## src/rtl/tgf_pkg.sv

```systemverilog
package tgf_pkg;

  // Operation codes carried by the func field.
  localparam logic [1:0] FN_ASSIGN  = 2'd0;
  localparam logic [1:0] FN_ENQUEUE = 2'd1;
  localparam logic [1:0] FN_DEQUEUE = 2'd2;

  // Result status codes.
  localparam logic [1:0] ST_DONE     = 2'd0;
  localparam logic [1:0] ST_DEQUEUED = 2'd1;
  localparam logic [1:0] ST_EMPTY    = 2'd2;
  localparam logic [1:0] ST_DROPPED  = 2'd3;

  typedef struct packed {
    logic [1:0] func;
    logic [9:0] element;
    logic [3:0] team;
  } tgf_in_t;

  typedef struct packed {
    logic [1:0] status;
    logic [9:0] out_element;
    logic [3:0] out_team;
  } tgf_out_t;

  // Commands from the controller to the datapath.
  typedef struct packed {
    logic       clr;
    logic       load;
    logic       asg_wr;
    logic       enq_alloc;
    logic       enq_link;
    logic       deq_team;
    logic       deq_entry;
    logic       deq_finish;
    logic       res_load;
    logic [1:0] res_status;
  } tgf_cmd_t;

  // Status from the datapath to the controller.
  typedef struct packed {
    logic clr_done;
    logic store_full;
    logic order_empty;
    logic out_free;
  } tgf_stat_t;

  // Remainder of a 10-bit value by a fixed modulus of at least 2, given
  // with its reciprocal scaled by 2**20 and rounded down. The quotient
  // estimate is low by at most one, so one compare and subtract finishes.
  function automatic logic [9:0] mod_reduce(input logic [9:0]  value,
                                            input logic [20:0] recip,
                                            input logic [20:0] modulus);
    logic [30:0] prod;
    logic [9:0]  quot;
    logic [30:0] rem;
    prod = 31'(value) * 31'(recip);
    quot = prod[29:20];
    rem  = 31'(value) - 31'(quot) * 31'(modulus);
    if (rem >= 31'(modulus)) begin
      rem = rem - 31'(modulus);
    end
    return rem[9:0];
  endfunction

endpackage

```

## src/rtl/tgf_ctrl.sv

```systemverilog
module tgf_ctrl (
  input  logic              clk,
  input  logic              rst,
  input  logic              in_valid,
  input  logic [1:0]        in_func,
  output logic              in_ready,
  output tgf_pkg::tgf_cmd_t cmd,
  input  tgf_pkg::tgf_stat_t stat
);
  import tgf_pkg::*;

  typedef enum logic [10:0] {
    S_CLEAR      = 11'b000_0000_0001,
    S_IDLE       = 11'b000_0000_0010,
    S_ASSIGN     = 11'b000_0000_0100,
    S_NOOP       = 11'b000_0000_1000,
    S_ENQ_CHECK  = 11'b000_0001_0000,
    S_ENQ_ALLOC  = 11'b000_0010_0000,
    S_ENQ_LINK   = 11'b000_0100_0000,
    S_DEQ_CHECK  = 11'b000_1000_0000,
    S_DEQ_TEAM   = 11'b001_0000_0000,
    S_DEQ_ENTRY  = 11'b010_0000_0000,
    S_DEQ_FINISH = 11'b100_0000_0000
  } state_t;

  state_t state;
  state_t state_next;

  always_ff @(posedge clk) begin
    if (rst) begin
      state <= S_CLEAR;
    end else begin
      state <= state_next;
    end
  end

  always_comb begin
    state_next = state;
    in_ready   = 1'b0;
    cmd        = '0;
    case (state)
      S_CLEAR: begin
        cmd.clr = 1'b1;
        if (stat.clr_done) begin
          state_next = S_IDLE;
        end
      end
      S_IDLE: begin
        in_ready = 1'b1;
        if (in_valid) begin
          cmd.load = 1'b1;
          case (in_func)
            FN_ASSIGN:  state_next = S_ASSIGN;
            FN_ENQUEUE: state_next = S_ENQ_CHECK;
            FN_DEQUEUE: state_next = S_DEQ_CHECK;
            default:    state_next = S_NOOP;
          endcase
        end
      end
      S_ASSIGN: begin
        if (stat.out_free) begin
          cmd.asg_wr     = 1'b1;
          cmd.res_load   = 1'b1;
          cmd.res_status = ST_DONE;
          state_next     = S_IDLE;
        end
      end
      S_NOOP: begin
        if (stat.out_free) begin
          cmd.res_load   = 1'b1;
          cmd.res_status = ST_DONE;
          state_next     = S_IDLE;
        end
      end
      S_ENQ_CHECK: begin
        if (stat.store_full) begin
          if (stat.out_free) begin
            cmd.res_load   = 1'b1;
            cmd.res_status = ST_DROPPED;
            state_next     = S_IDLE;
          end
        end else begin
          state_next = S_ENQ_ALLOC;
        end
      end
      S_ENQ_ALLOC: begin
        cmd.enq_alloc = 1'b1;
        state_next    = S_ENQ_LINK;
      end
      S_ENQ_LINK: begin
        if (stat.out_free) begin
          cmd.enq_link   = 1'b1;
          cmd.res_load   = 1'b1;
          cmd.res_status = ST_DONE;
          state_next     = S_IDLE;
        end
      end
      S_DEQ_CHECK: begin
        if (stat.order_empty) begin
          if (stat.out_free) begin
            cmd.res_load   = 1'b1;
            cmd.res_status = ST_EMPTY;
            state_next     = S_IDLE;
          end
        end else begin
          state_next = S_DEQ_TEAM;
        end
      end
      S_DEQ_TEAM: begin
        cmd.deq_team = 1'b1;
        state_next   = S_DEQ_ENTRY;
      end
      S_DEQ_ENTRY: begin
        cmd.deq_entry = 1'b1;
        state_next    = S_DEQ_FINISH;
      end
      S_DEQ_FINISH: begin
        if (stat.out_free) begin
          cmd.deq_finish = 1'b1;
          cmd.res_load   = 1'b1;
          cmd.res_status = ST_DEQUEUED;
          state_next     = S_IDLE;
        end
      end
      default: begin
        state_next = S_IDLE;
      end
    endcase
  end

endmodule

```

## config.mk

```make
export PLATFORM = sky130hd
export DESIGN_NAME = tgf_ctrl
export DESIGN_NICKNAME = d
export VERILOG_FILES = /design/src/rtl/tgf_pkg.sv /design/src/rtl/tgf_ctrl.sv
export SDC_FILE = /design/constraint.sdc
export NUM_CORES = 1
export LEC_CHECK = 0
export BUFFER_PORTS_ARGS = -buffer_cell sky130_fd_sc_hd__buf_2
export CORE_MARGIN = 8
export CORE_UTILIZATION = 40
export CTS_BUF_LIST = sky130_fd_sc_hd__clkbuf_16
export CTS_CLUSTER_SIZE = 10
export DETAILED_ROUTE_END_ITERATION = 8
export GPL_TIMING_DRIVEN = 0
export PLACE_DENSITY = 0.71
export SLEW_MARGIN = 5
export SYNTH_ARGS = -nofsm -noshare
export SYNTH_HDL_FRONTEND = slang
export SYNTH_SLANG_ARGS = --single-unit
```

## constraint.sdc

```tcl
create_clock -name clk -period 2.3 [get_ports clk]
set_input_delay 0.46 -clock clk [delete_from_list [all_inputs] [get_ports clk]]
set_output_delay 0.46 -clock clk [all_outputs]
set_load 0.05 [all_outputs]
```

==> flow_summary.json <==
{
  "final_net_count": 133,
  "cts_htree_levels": 1,
  "cp_cell_sequence": "buf_6 -> nor3_4 -> nand2_2 -> or4_4 -> or3b_4 -> clkinvlp_4 -> buf_8",
  "timing.rr.start": "state[4]",
  "syn2layout_area_growth_pct": 57.2,
  "cts_tree": "built",
  "die_w_um": 59.3,
  "largest_reg_flops": 11,
  "seqCellArea_um2": 230,
  "synth_flop_cell": "dfxtp_1",
  "worstHoldStart": "stat[2]",
  "drc_errors": 0,
  "min_period_ns": 2.53,
  "finClkSkew_ns": 0.00444,
  "worstSkewPairLatency_ns": 0.24,
  "clock.fmax_ghz": 0.395,
  "cts_max_path_buffers": 2,
  "cp_top_family": "simple AND/OR/NAND/NOR gates",
  "synth_area_leaders": "dfxtp_1 29%, nor2_1 5.5%, nor3b_1 5.0%",
  "grt_pass1_vias": 757,
  "clkTransAtPathRegs_ns": 0.04,
  "synth_fp_nets": 99,
  "gp_congestion": 0.820,
  "worstMarginPinSlew_ns": 0.607,
  "gr-usage-all-layers_pct": 12.8,
  "criticalPathCategory": "flip-flop to output pin",
  "dr.pass1.iters": 4,
  "dp_hpwl_um": 1480,
  "synth_seq_area_share_pct": 29.3,
  "routed-wl-met2_um": 1130,
  "synth_seq_cells": 11,
  "violations": "setup timing",
  "setup_violations": 4,
  "num_rows": 15,
  "synth_edf_count": 0,
  "synth-xor-area-share_pct": 2.33,
  "core_mm2": 0.00175,
  "status": "finished, violations left",
  "yosys.area_share.simple_pct": 42.0,
  "ys_warn_count": 0,
  "io-pin-count": 21,
  "final_common_cell": "buf_4",
  "grt_overflow": 0,
  "synth_mux_area_share_pct": 0,
  "power_per_cell_area_mw_per_mm2": 524,
  "initial_utilization_pct": 43.0,
  "die-area_mm2": 0.00352,
  "antenna_left": 0,
  "peakVddDrop_mv": 0.539,
  "synth_compound_area_share_pct": 18.8,
  "vias": 819,
  "layout_common_cells": "12 x buf_4, 10 x nor2_1, 10 x buf_2",
  "via_per_inst": 5.53,
  "p_leak_nw": 0.476,
  "wl_met1_um": 904,
  "syn_inst": 90,
  "final_hold_viol_count": 0,
  "ys_types": 37,
  "max_slew_margin_pct": 59.6,
  "cp-end-kind": "output pin",
  "synth_top_area_share_pct": 29.3,
  "holdBufCountCts": 0,
  "port_buffers": 20,
  "setup_slack_ns": -0.235,
  "numClockSinks": 11,
  "max-cap-violations": 0,
  "placedCellCount": 135,
  "synthArstFlopShare_pct": 0,
  "yosysTopAreaCell": "dfxtp_1",
  "crit_arrival_ns": 2.07,
  "cts_made_buffers": 3,
  "stdcell_count": 148,
  "root_buffer": "clkbuf_16",
  "finalCritPeriodShare_pct": 110,
  "diodes": 0,
  "critPathMaxFanout": 8,
  "wl_um": 2190,
  "cp-startpoint": "state[10]",
  "cp.required_ns": 1.84,
  "largest_register": "state",
  "grt_pass1_wl_um": 3420,
  "netlist_area_um2": 751,
  "die_h_um": 59.3,
  "max_stage_delay_ns": 0.44,
  "grt_max_degree": 11,
  "highest_layer": "met4",
  "met3_length_um": 118,
  "antenna_found_initial": 0,
  "slew_violations": 0,
  "synthAdderAreaFrac_pct": 0,
  "multi_input_area_um2": 548,
  "pre_cts_slack_ns": -0.266,
  "wire_per_inst_um": 14.8,
  "avgSynthCellArea_um2": 8.34,
  "reg.largest.list": "state: 11 flops",
  "crit_buf_inv": 3,
  "start_kind": "flip-flop",
  "post_route_cells_drive_above_1_share_pct": 53.7,
  "hold_class": "primary input to flip-flop",
  "synth_top_family_by_area": "simple AND/OR/NAND/NOR gates",
  "slowest_stage": "or4_4",
  "num-fill-cells": 137,
  "rsz0062_at_grt": "yes",
  "first_iter_violations": 20
}
-- logic make-up after synthesis --
logic type / Yosys count
AOI/OAI and AO/OA: 17
buffers and inverters: 10
xor gates and xnor gates: 2
DFF: 11
and+or+nand+nor: 50
-- report_power, final --
group / total [mW] / internal [mW] / switching (mW)
Sequential: 0.202 / 0.196 / 0.00615
Combinational: 0.0979 / 0.0429 / 0.0550
Clock: 0.319 / 0.230 / 0.0886
-- path summary, 6_finish.rpt --
path	slack [ns]	depth (start not counted)	endpoint
worst max-delay path	-0.23	7	cmd[4]
worst min-delay path	0.39	2	state[5]
worst max register to register	0.24	8	state[3]
worst min register to register	0.54	2	state[3]
-- per-stage QoR --
step | util [%] | hold WS, ns | instance area, um2 | setup TNS, ns | total power [mW]
finish | 67.6 | 0.394 | 1180 | -0.494 | 0.619
global route | 67.6 | 0.396 | 1180 | -0.910 | 0.646
CTS | 62.6 | 0.390 | 1090 | -0.615 | 0.612
detailed placement | 52.2 | 0.548 | 911 | -0.494 | 0.280
global placement | 52.2 | 0.544 | 911 | -0.474 | 0.279
floorplan | - | 0.508 | 779 | -0.0355 | 0.257
-- timing repair --
| action | CTS | global route |
|---|---|---|
| cloned | 0 | 0 |
| buffers inserted | 4 | 5 |
| setup endpoints to repair | 10 | 9 |
| pin swaps | 2 | 7 |
| gates resized for setup | 25 | 14 |
-- synth_stat cells, drive strengths merged (2+ instances only) --
cell and n:
dfxtp 11, inv 6, nor2b 2, xor2 2, nor3 3, buf 3
a21oi 6, a31oi 2, nor4b 4, nor3b 5, and4 2, nor2 11
nand3b 2, nand2 3, or4 3, nand3 6
-- layout make-up --
| type | count | area share [%] |
|---|---|---|
| buffer | 3 | 2.55 |
| clock buffer | 3 | 6.36 |
| clock inverter | 1 | 0.424 |
| inverter | 7 | 2.86 |
| multi-input combinational | 69 | 46.4 |
| sequential | 11 | 19.5 |
| tap | 25 | 2.65 |
| timing repair buffer | 29 | 19.2 |
-- routing by layer --
| layer | vias up | GRT usage [%] |
|---|---|---|
| met5 | - | 0 |
| met4 | 0 | 5.12 |
| met3 | 4 | 4.56 |
| met2 | 19 | 21.6 |
| met1 | 387 | 14.2 |
| li1 | 409 | - |
Power figures use the tool's default switching activity.
